--- src/rtl/lru_key_value_cache_defines.svh ---
// ----------------------------------------------------------------------------
// LRU key/value cache assertion macros
// Concurrent assertion helpers; they compile away when SYNTHESIS is defined.
// ----------------------------------------------------------------------------
`ifndef LRU_KEY_VALUE_CACHE_DEFINES_SVH
`define LRU_KEY_VALUE_CACHE_DEFINES_SVH

`ifndef SYNTHESIS

`define LKV_ASSERT(lbl, clk_s, rstn_s, prop, msg) \
    lbl: assert property (@(posedge clk_s) disable iff (!rstn_s) (prop)) else $error(msg);

`define LKV_ASSERT_IMP(lbl, clk_s, rstn_s, ante, cons, msg) \
    lbl: assert property (@(posedge clk_s) disable iff (!rstn_s) (ante) |-> (cons)) \
        else $error(msg);

`else

`define LKV_ASSERT(lbl, clk_s, rstn_s, prop, msg)

`define LKV_ASSERT_IMP(lbl, clk_s, rstn_s, ante, cons, msg)

`endif

`endif

--- src/rtl/lkv_pkg.sv ---
// ----------------------------------------------------------------------------
// LRU key/value cache package
// Field widths, command codes and the controller-to-datapath command bundle.
// ----------------------------------------------------------------------------
`timescale 1ns / 1ps
`default_nettype none

package lkv_pkg;

    localparam int KEY_W  = 16;
    localparam int DATA_W = 32;
    localparam int CFG_W  = 5;

    localparam logic CMD_GET = 1'b0;
    localparam logic CMD_PUT = 1'b1;

    typedef struct packed {
        logic load;       // capture the input item
        logic lookup;     // compare keys, pick the target entry
        logic update;     // write data/key, rerank ages, issue data read
        logic cfg_write;  // capacity write transfer
    } lkv_ctl_t;

endpackage

`default_nettype wire

--- src/rtl/lru_key_value_cache.sv ---
// ----------------------------------------------------------------------------
// LRU key/value cache
// Fully associative key/value store with least-recently-used replacement.
// ----------------------------------------------------------------------------
// Usage:
//   Items enter on start/busy: an item (cmd, key, write_value) transfers at a
//   rising edge with start high and busy low. cmd 0 is a get, 1 a put.
//   Each item gives one result (hit, read_value) on the ports for exactly one
//   cycle while done is high. The receiver cannot stall; the result is taken
//   in that cycle.
//   After the accepting edge an item passes the lookup, update and respond
//   states; done is high in respond, as the value RAM's read is registered.
//   A new item may transfer during the respond cycle, so the next item can
//   be taken while the last one's result is on the ports.
//   Capacity: a cfg_valid/cfg_ready transfer writes entries_in_use (0 acts
//   as 1, above ENTRIES acts as ENTRIES) and empties the cache. cfg_ready is
//   high only while no item is in flight.
//   Reset: rst_n clears the cache to empty with capacity min(16, ENTRIES);
//   no clearing pass, the first item may transfer right after reset.
// ----------------------------------------------------------------------------
`timescale 1ns / 1ps
`default_nettype none

module lru_key_value_cache
    import lkv_pkg::*;
#(
    parameter int ENTRIES = 16
) (
    input  wire logic              clk,
    input  wire logic              rst_n,
    input  wire logic              start,
    output logic                   busy,
    input  wire logic              cmd,
    input  wire logic [KEY_W-1:0]  key,
    input  wire logic [DATA_W-1:0] write_value,
    output logic                   done,
    output logic                   hit,
    output logic [DATA_W-1:0]      read_value,
    input  wire logic              cfg_valid,
    output logic                   cfg_ready,
    input  wire logic [CFG_W-1:0]  entries_in_use
);

    lkv_ctl_t ctl;

    lkv_ctrl u_ctrl (
        .clk       (clk),
        .rst_n     (rst_n),
        .start     (start),
        .cfg_valid (cfg_valid),
        .busy      (busy),
        .done      (done),
        .cfg_ready (cfg_ready),
        .ctl       (ctl)
    );

    lkv_dp #(
        .ENTRIES (ENTRIES)
    ) u_dp (
        .clk            (clk),
        .rst_n          (rst_n),
        .ctl            (ctl),
        .cmd            (cmd),
        .key            (key),
        .write_value    (write_value),
        .entries_in_use (entries_in_use),
        .hit            (hit),
        .read_value     (read_value)
    );

endmodule

`default_nettype wire

--- src/rtl/lkv_ram.sv ---
// ----------------------------------------------------------------------------
// Generic RAM
// One write port and one read port, read data registered.
// ----------------------------------------------------------------------------
`timescale 1ns / 1ps
`default_nettype none

module lkv_ram #(
    parameter int WIDTH = 32,
    parameter int DEPTH = 16,
    localparam int ADDR_W = (DEPTH > 1) ? $clog2(DEPTH) : 1
) (
    input  wire logic                   clk,
    input  wire logic                   we,
    input  wire logic [ADDR_W-1:0]      waddr,
    input  wire logic [WIDTH-1:0]       wdata,
    input  wire logic                   re,
    input  wire logic [ADDR_W-1:0]      raddr,
    output logic      [WIDTH-1:0]       rdata
);

    logic [WIDTH-1:0] mem_reg [DEPTH];
    logic [WIDTH-1:0] rdata_reg;

    always_ff @(posedge clk)
    begin
        if (we)
        begin
            mem_reg[waddr] <= wdata;
        end
        if (re)
        begin
            rdata_reg <= mem_reg[raddr];
        end
    end

    assign rdata = rdata_reg;

endmodule

`default_nettype wire

--- src/rtl/lkv_ctrl.sv ---
// ----------------------------------------------------------------------------
// LRU key/value cache controller
// Sequences each item through lookup, update and response.
// ----------------------------------------------------------------------------
`timescale 1ns / 1ps
`default_nettype none

module lkv_ctrl
    import lkv_pkg::*;
(
    input  wire logic clk,
    input  wire logic rst_n,
    input  wire logic start,
    input  wire logic cfg_valid,
    output logic      busy,
    output logic      done,
    output logic      cfg_ready,
    output lkv_ctl_t  ctl
);

    typedef enum logic [3:0] {
        ST_IDLE    = 4'b0001,
        ST_LOOKUP  = 4'b0010,
        ST_UPDATE  = 4'b0100,
        ST_RESPOND = 4'b1000
    } lkv_state_t;

    lkv_state_t state_reg;
    lkv_state_t state_next;

    // the next item may be taken while the result is on the ports
    assign busy      = !((state_reg == ST_IDLE) || (state_reg == ST_RESPOND));
    assign done      = (state_reg == ST_RESPOND);
    assign cfg_ready = (state_reg == ST_IDLE);

    always_comb
    begin
        ctl.load      = start && !busy;
        ctl.lookup    = (state_reg == ST_LOOKUP);
        ctl.update    = (state_reg == ST_UPDATE);
        ctl.cfg_write = cfg_valid && cfg_ready;
    end

    always_comb
    begin
        state_next = state_reg;
        unique case (state_reg)
            ST_IDLE:
            begin
                if (start)
                begin
                    state_next = ST_LOOKUP;
                end
            end
            ST_LOOKUP:
            begin
                state_next = ST_UPDATE;
            end
            ST_UPDATE:
            begin
                state_next = ST_RESPOND;
            end
            ST_RESPOND:
            begin
                state_next = start ? ST_LOOKUP : ST_IDLE;
            end
            default:
            begin
                state_next = ST_IDLE;
            end
        endcase
    end

    always_ff @(posedge clk or negedge rst_n)
    begin
        if (!rst_n)
        begin
            state_reg <= ST_IDLE;
        end
        else
        begin
            state_reg <= state_next;
        end
    end

endmodule

`default_nettype wire

--- src/rtl/lkv_dp.sv ---
// ----------------------------------------------------------------------------
// LRU key/value cache datapath
// Parallel key match, fill count, recency ranks and the value RAM.
// ----------------------------------------------------------------------------
`timescale 1ns / 1ps
`default_nettype none
`include "lru_key_value_cache_defines.svh"

module lkv_dp
    import lkv_pkg::*;
#(
    parameter int ENTRIES = 16
) (
    input  wire logic              clk,
    input  wire logic              rst_n,
    input  wire lkv_ctl_t          ctl,
    input  wire logic              cmd,
    input  wire logic [KEY_W-1:0]  key,
    input  wire logic [DATA_W-1:0] write_value,
    input  wire logic [CFG_W-1:0]  entries_in_use,
    output logic                   hit,
    output logic [DATA_W-1:0]      read_value
);

    localparam int CW = $clog2(ENTRIES + 1);
    localparam int IW = (ENTRIES > 1) ? $clog2(ENTRIES) : 1;
    localparam int CAP_RESET = (ENTRIES < 16) ? ENTRIES : 16;

    // valid entries are always 0..count-1: fills take the lowest free slot
    // and only a capacity write empties the cache
    logic [CW-1:0]     cap_reg;
    logic [CW-1:0]     count_reg;
    logic [KEY_W-1:0]  entry_key_reg [ENTRIES];
    logic [IW-1:0]     entry_age_reg [ENTRIES];

    logic              in_cmd_reg;
    logic [KEY_W-1:0]  in_key_reg;
    logic [DATA_W-1:0] in_wval_reg;

    logic [ENTRIES-1:0] tgt_onehot_reg;
    logic [IW-1:0]      tgt_idx_reg;
    logic [IW-1:0]      limit_reg;
    logic               hit_reg;
    logic               fresh_reg;

    logic [ENTRIES-1:0] valid_vec;
    logic [ENTRIES-1:0] match_vec;
    logic [ENTRIES-1:0] victim_vec;
    logic [ENTRIES-1:0] fill_vec;
    logic [ENTRIES-1:0] tgt_vec;
    logic               any_hit;
    logic               full;
    logic [IW-1:0]      tgt_idx;
    logic [IW-1:0]      tgt_age;
    logic [CW-1:0]      cap_clamped;
    logic               touch_en;
    logic               ram_we;
    logic               ram_re;
    logic [DATA_W-1:0]  ram_rdata;

    always_comb
    begin
        if (entries_in_use == '0)
        begin
            cap_clamped = CW'(1);
        end
        else if (int'(entries_in_use) > ENTRIES)
        begin
            cap_clamped = CW'(ENTRIES);
        end
        else
        begin
            cap_clamped = CW'(entries_in_use);
        end
    end

    // lookup: all entries compared at once
    always_comb
    begin
        for (int i = 0; i < ENTRIES; i++)
        begin
            valid_vec[i]  = (CW'(i) < count_reg);
            match_vec[i]  = valid_vec[i] && (entry_key_reg[i] == in_key_reg);
            // ranks are a permutation when full: oldest holds cap-1
            victim_vec[i] = valid_vec[i] &&
                            (CW'(entry_age_reg[i]) == CW'(cap_reg - CW'(1)));
            fill_vec[i]   = (CW'(i) == count_reg);
        end
    end

    assign any_hit = |match_vec;
    assign full    = (count_reg == cap_reg);

    always_comb
    begin
        priority if (any_hit)
        begin
            tgt_vec = match_vec;
        end
        else if (!full)
        begin
            tgt_vec = fill_vec;
        end
        else
        begin
            tgt_vec = victim_vec;
        end
    end

    always_comb
    begin
        tgt_idx = '0;
        tgt_age = '0;
        for (int i = 0; i < ENTRIES; i++)
        begin
            if (tgt_vec[i])
            begin
                tgt_idx = tgt_idx | IW'(i);
                tgt_age = tgt_age | entry_age_reg[i];
            end
        end
    end

    always_ff @(posedge clk)
    begin
        if (ctl.load)
        begin
            in_cmd_reg  <= cmd;
            in_key_reg  <= key;
            in_wval_reg <= write_value;
        end
        if (ctl.lookup)
        begin
            tgt_onehot_reg <= tgt_vec;
            tgt_idx_reg    <= tgt_idx;
            limit_reg      <= tgt_age;
            hit_reg        <= any_hit;
            fresh_reg      <= !any_hit && !full;
        end
        if (ctl.update && (in_cmd_reg == CMD_PUT) && !hit_reg)
        begin
            for (int i = 0; i < ENTRIES; i++)
            begin
                if (tgt_onehot_reg[i])
                begin
                    entry_key_reg[i] <= in_key_reg;
                end
            end
        end
    end

    // a get miss leaves the ranks alone
    assign touch_en = (in_cmd_reg == CMD_PUT) || hit_reg;

    always_ff @(posedge clk or negedge rst_n)
    begin
        if (!rst_n)
        begin
            cap_reg   <= CW'(CAP_RESET);
            count_reg <= '0;
            for (int i = 0; i < ENTRIES; i++)
            begin
                entry_age_reg[i] <= '0;
            end
        end
        else
        begin
            if (ctl.cfg_write)
            begin
                cap_reg   <= cap_clamped;
                count_reg <= '0;
            end
            else if (ctl.update && (in_cmd_reg == CMD_PUT) && fresh_reg)
            begin
                count_reg <= count_reg + CW'(1);
            end
            if (ctl.update && touch_en)
            begin
                for (int i = 0; i < ENTRIES; i++)
                begin
                    if (tgt_onehot_reg[i])
                    begin
                        entry_age_reg[i] <= '0;
                    end
                    else if (valid_vec[i] && (fresh_reg || (entry_age_reg[i] < limit_reg)))
                    begin
                        entry_age_reg[i] <= entry_age_reg[i] + IW'(1);
                    end
                end
            end
        end
    end

    assign ram_we = ctl.update && (in_cmd_reg == CMD_PUT);
    assign ram_re = ctl.update && (in_cmd_reg == CMD_GET) && hit_reg;

    lkv_ram #(
        .WIDTH (DATA_W),
        .DEPTH (ENTRIES)
    ) u_data_ram (
        .clk   (clk),
        .we    (ram_we),
        .waddr (tgt_idx_reg),
        .wdata (in_wval_reg),
        .re    (ram_re),
        .raddr (tgt_idx_reg),
        .rdata (ram_rdata)
    );

    assign hit        = hit_reg;
    assign read_value = ((in_cmd_reg == CMD_GET) && hit_reg) ? ram_rdata : '0;

    `LKV_ASSERT(a_key_unique, clk, rst_n, $onehot0(match_vec), "two valid entries share a key")
    `LKV_ASSERT(a_count_cap, clk, rst_n, count_reg <= cap_reg, "fill count above capacity")
    `LKV_ASSERT_IMP(a_victim_one, clk, rst_n, ctl.lookup && !any_hit && full, $onehot(victim_vec), "full cache without a single oldest entry")

endmodule

`default_nettype wire

--- config.mk ---
export PLATFORM = sky130hd
export DESIGN_NAME = lru_key_value_cache
export DESIGN_NICKNAME = d
export VERILOG_FILES = /design/src/rtl/lkv_pkg.sv /design/src/rtl/lru_key_value_cache.sv /design/src/rtl/lkv_ram.sv /design/src/rtl/lkv_ctrl.sv /design/src/rtl/lkv_dp.sv
export VERILOG_INCLUDE_DIRS = /design/src /design/src/rtl
export SDC_FILE = /design/constraint.sdc
export NUM_CORES = 1
export LEC_CHECK = 0
export ABC_AREA = 1
export CAP_MARGIN = 20
export CORE_UTILIZATION = 39
export CTS_CLUSTER_DIAMETER = 120
export DETAILED_ROUTE_END_ITERATION = 6
export DONT_BUFFER_PORTS = 1
export GPL_TIMING_DRIVEN = 0
export SYNTH_ARGS = -nofsm -noshare
export SYNTH_HDL_FRONTEND = slang
export SYNTH_SLANG_ARGS = --single-unit
--- constraint.sdc ---
create_clock -name clk -period 10.65 [get_ports clk]
set_input_delay 0.5325 -clock clk [delete_from_list [all_inputs] [get_ports clk]]
set_output_delay 0.5325 -clock clk [all_outputs]
set_load 0.1 [all_outputs]
# == Yosys cells after proc, flatten, opt, wreduce, memory -nomap -nowiden ==
# Memories as Yosys holds them, arrays and structs flattened. A register that Yosys moved wholly into a read port is not among the register bits.
# Cells that the tools add are included.
# W data, S select, Z words.
# word_totals
ff_bits,153
mem_count,2
wordCells,392
mem_bits_rw,768
# classes
mux,121
bitwise,16
eq_ne,53
addsub,18
n_reduce_logical,119
order_cmp,33
# mem_list
memory,words,width,read_ports,rd_clocked_by_memory_dff,write_ports,line,text
u_dp.u_data_ram.mem_reg,16,32,1,1,1,lkv_ram.sv:22,logic [WIDTH-1:0] mem_reg [DEPTH];
u_dp.entry_key_reg,16,16,16,0,16,lkv_dp.sv:33,logic [KEY_W-1:0] entry_key_reg [ENTRIES];
# ops
operator,n
$eq A16 B16 Y1,16
$mux W4,55
$eq A4 B5 Y1,16
$add A4 B1 Y4 const B,16
$lt A4 B4 Y1,16
$or A4 B4 Y4,15
$logic_and A1 B1 Y1,58
$mux W1,51
$eq A4 B5 Y1 const A,8
$lt A4 B5 Y1 const A,8
$reduce_bool A2 Y1,17
$mux W16,2
$mux W32,1
$reduce_and A2 Y1,16
$eq A3 B5 Y1 const A,4
$lt A3 B5 Y1 const A,4
$mux W5,4
$logic_or A1 B1 Y1,18
$pmux W4 S4,1
$reduce_or A16 Y1,1
$mux W3,4
$eq A2 B5 Y1 const A,2
$logic_not A5 Y1,2
$lt A1 B5 Y1 const A,2
other kinds (17),23

# == Depth between registers and ports, before layout ==
# depth
depth_word,36
mapped_depth,22
ltp_nobuf,19

# == Hierarchy ==
# From an unflattened synthesis, not the netlist that was laid out.
# unflattened
hier_cells,4820
area_unflattened_um2,46794.9
# by_module_without_submodules
mod,n_inst,cells_each,area_each_um2,seq_area_each_um2
lkv_dp,1,2670,23527.6,11792.6
lkv_ram,1,2120,23050.9,16335.7
lkv_ctrl,1,30,216.5,101.3

# == Worst setup path before layout ==
# OpenSTA, ideal clock, no wires.
# synth_path
path_kind,reg2reg
from,register u_ctrl.state_reg[0]
to,"register u_dp.in_cmd_reg, enable pin"
path_slack_ns,4.885
arrival_ns,5.308
synth_period_minus_slack_ns,5.765
setup_ns,0.457
path_buffers,0
stages_incl_launch_ff,5
required_time_ns,10.193
path_cell_list,dfstp_2 > nand2_1 > nor2_1 > nor2_1 > nor2_1
# synth_lines
element,line,text
"start, declared",lkv_ctrl.sv:28,lkv_state_t state_reg;
"start signal, assigned",lkv_ctrl.sv:82,state_reg <= state_next;
"end signal, assigned",lkv_dp.sv:128,in_cmd_reg <= cmd;
"end, declared",lkv_dp.sv:36,logic in_cmd_reg;

# == Worst setup path in the final report ==
# layout_path
from,register u_dp.cap_reg[0]
to,"register u_dp.tgt_idx_reg[2], data pin"
# layout_between
elab_chain_cells,13
elab_cells_between_ends,29
classes_between,add/sub: 1; eq/ne: 9; mux: 10; reduce/logical: 9
# layout_lines
element,line,text
"start, declared",lkv_dp.sv:31,logic [CW-1:0] cap_reg;
"start signal, assigned",lkv_dp.sv:159,cap_reg <= CW'(CAP_RESET);
"start signal, assigned",lkv_dp.sv:170,cap_reg <= cap_clamped;
$sub A5 B1 Y5,lkv_dp.sv:86,(CW'(entry_age_reg[i]) == CW'(cap_reg - CW'(1)));
$eq A4 B5 Y1,lkv_dp.sv:86,
$logic_and A1 B1 Y1,lkv_dp.sv:85,victim_vec[i] = valid_vec[i] &&
$mux W16 (*),lkv_dp.sv:100,else if (!full)
$mux W16 (*),lkv_dp.sv:96,priority if (any_hit)
$mux W3 (4 in a row),lkv_dp.sv:116,if (tgt_vec[i])
$mux W4 (4 in a row),lkv_dp.sv:116,
"end signal, assigned",lkv_dp.sv:135,tgt_idx_reg <= tgt_idx;
"end, declared",lkv_dp.sv:41,logic [IW-1:0] tgt_idx_reg;
# Every way passes the cells marked *; elsewhere a longest branch is shown, timed or not.
# A chain may end at the register's enable or synchronous reset.

==> flow_metrics.env <==
export IMPL_track_usage=0.230
export IMPL_ys_ff_latch=953
export IMPL_timing_reg2reg_setup_slack_ns=5.84
export IMPL_leakage_uw=0.0177
export IMPL_setup_viol=0
export IMPL_async_reset_ff_frac=0.0818
export IMPL_syn_avg_cell_area_um2=12.1
export IMPL_numClockSinks=953
export IMPL_worst_setup_path_type="flip-flop to flip-flop"
export IMPL_layout_common_cells="875 x edfxtp_1, 629 x nand2_1, 296 x inv_1"
export IMPL_ys_seq_area_frac=0.678
export IMPL_reg2reg_to="u_dp.tgt_idx_reg[2]"
export IMPL_hp_class="primary input to flip-flop"
export IMPL_num_rows=119
export IMPL_period_share=0.452
export IMPL_synth_nets=3561
export IMPL_drc=2
export IMPL_syn_area_mm2=0.0417
export IMPL_first_global_vias=26811
export IMPL_layout_commonest_cell="edfxtp_1"
export IMPL_synth_area_leaders="edfxtp_1 63%, nand2_1 5.7%, a22oi_1 4.6%"
export IMPL_initial_utilization=0.395
export IMPL_critPathRequiredTime_ns=11.09
export IMPL_synth_top_area_share=0.631
export IMPL_hold_slack_ns=0.0433
export IMPL_cts_root_buf="clkbuf_16"
export IMPL_tightest_slew_ns=1.17
export IMPL_core_region_area_mm2=0.106
export IMPL_pin_count=94
export IMPL_hold_violations=0
export IMPL_yosys_area_share_adder=0.0204
export IMPL_setup_tns_ns=0
export IMPL_fin_cells=5107
export IMPL_cellPowerDensity_mw_per_mm2=200
export IMPL_violations="design-rule violations"
export IMPL_holdCritStartpoint="start"
export IMPL_cap_violations=0
export IMPL_nFillCells=9451
export IMPL_synth_xor_area_frac=0.0402
export IMPL_fmax_mhz=208
export IMPL_irDropWorstVdd_mv=0.138
export IMPL_clkLatencyLatePin_ns=0.74
export IMPL_status="finished, violations left"
export IMPL_die_area_mm2=0.108
export IMPL_grt_start_max_net_pins=79
export IMPL_cp_end_kind="flip-flop"
export IMPL_dp_cells=4871
export IMPL_antenna_found_initial=2
export IMPL_port_buffers=0
export IMPL_cp_max_fo=10
export IMPL_gp_congestion=0.956
export IMPL_crit_end="u_dp.tgt_idx_reg[2]"
export IMPL_vias_per_cell=5.50
export IMPL_grt_first_pass_wirelength_um=181000
export IMPL_period_minus_slack_ns=4.81
export IMPL_netlist_instances=3435
export IMPL_ant_nets=0
export IMPL_hpwl_um=83300
export IMPL_nets=3761
export IMPL_clockBufferDepth=3
export IMPL_gr_total_overflow=0
export IMPL_cp_start_kind="flip-flop"
export IMPL_cts_setup_buffers=0
export IMPL_yosysWarnings=0
export IMPL_largest_reg_flops=512
export IMPL_drt_iter0_markers=3280
export IMPL_synthSimpleGateAreaFrac=0.127
export IMPL_die_y_um=329
export IMPL_die_x_um=329
export IMPL_rsz0062_at_grt="false"
export IMPL_area_growth_pct=15.8
export IMPL_slew_headroom=0.220
export IMPL_slew_violations=0
export IMPL_crit_start="u_dp.cap_reg[0]"
export IMPL_synth_mux_area_fraction=0
export IMPL_routedWlPerCell_um=24.5
export IMPL_wl_um=125000
export IMPL_r2r_cells=16
export IMPL_drive_above_1_share=0.102
export IMPL_postCtsResizedCells=0
export IMPL_arrival_ns=5.25
export IMPL_synth_compound_area_frac=0.0900
export IMPL_synth_edf_count=875
export IMPL_skew_ns=0.0697
export IMPL_cts_tree="yes"
export IMPL_synth_top_family_by_area="simple AND/OR/NAND/NOR gates"
export IMPL_firstDrtPassIters=7
export IMPL_cts_made_buffers=99
export IMPL_reg2reg_from="u_dp.cap_reg[0]"
export IMPL_synth_cell_types=58
export IMPL_yosysTopAreaCell="edfxtp_1"
export IMPL_clk_pin_slew_ns=0.06
export IMPL_hold_buffers=53
export IMPL_synth_ff_type="edfxtp_1"
export IMPL_vias=28086
export IMPL_htree_levels=3
-- critical path, stage by stage, from the launching register on --
cell      delay, ns
dfrtp_1        0.42
inv_1          0.12
clkbuf_1       0.69
ha_1           0.36
clkbuf_1       0.33
inv_1          0.45
clkbuf_1       0.65
a22oi_1        0.15
o211ai_1       0.14
nor2_1         0.07
nand3b_1       0.10
and2_0         0.15
nand3_2        0.14
nand2_1        0.13
nand2_1        0.14
nor3_1         0.33
nand2_1        0.14
-- worst min-delay path by stage --
stage / to / slack, ns / cells past startpoint
6_report: u_ctrl.state_reg[1] / 0.04 / 2
5_1_grt: u_ctrl.state_reg[1] / 0.04 / 2
4_1_cts: u_ctrl.state_reg[1] / 0.03 / 2
3_5_place_dp: u_dp.entry_age_reg[25] / 0.25 / 0
3_3_place_gp: u_dp.entry_age_reg[25] / 0.25 / 0
2_1_floorplan: u_ctrl.state_reg[1] / 0.24 / 0
-- area by class of cell --
type	instances	area, µm²	share of cell area
Antenna cell	2	5.00	0.000104
Buffer	132	674	0.0140
Clock buffer	124	2570	0.0533
Clock inverter	56	537	0.0111
Inverter	312	1170	0.0243
Multi-Input combinational cell	2038	11800	0.246
Sequential cell	953	28200	0.585
Tap cell	1391	1740	0.0361
Timing Repair Buffer	99	1450	0.0301
-- layer usage --
layer	track usage	wire, µm	vias up
li1	-	-	12617
met1	0.320	51700	13960
met2	0.367	58500	1298
met3	0.0372	11100	209
met4	0.0759	3690	2
met5	0	12	-
-- power breakdown --
| group | internal, µW | total [µW] | leakage [µW] | switching, µW |
|---|---|---|---|---|
| Combinational | 471 | 1660 | 0.00721 | 1190 |
| Clock | 1830 | 3320 | 0.00149 | 1490 |
| Sequential | 4380 | 4670 | 0.00896 | 289 |
-- cell usage after synthesis (all sizes together) (4+ instances only) --
cell    instances
and2            6
clkinv          7
ha             68
a31oi           5
a22oi         257
inv           305
nor3           31
dfrtp          76
a21boi         16
xnor2         115
a21oi         203
xor2           76
nand3b          5
o211ai         19
o21ai          52
o22ai          22
or4            32
nand2         652
nand4          43
buf            54
clkbuf         78
nor2          257
nand3         157
edfxtp        875
nor4            4
or2             8
-- logic make-up (layout without fill, tap and decap cells) --
family          count (synthesis)  in the layout
simple gates                 1201           1201
fa+ha+maj                      68             68
xor+xnor                      191            191
other cells                     0              2
flops                         953            953
compound gates                578            578
buf+inv                       444            723
-- metrics by stage --
stage	cell area, µm²	power, µW	util	worst slack [ns]
finish	48200	9650	0.457	5.84
CTS	48200	9670	0.457	5.96
global placement	43400	6270	0.411	2.07
global route	48200	9970	0.457	5.68
floorplan	41700	5620	-	4.89
detailed placement	44600	6360	0.422	6.04
Note: power is estimated with default switching activity, not from simulation.
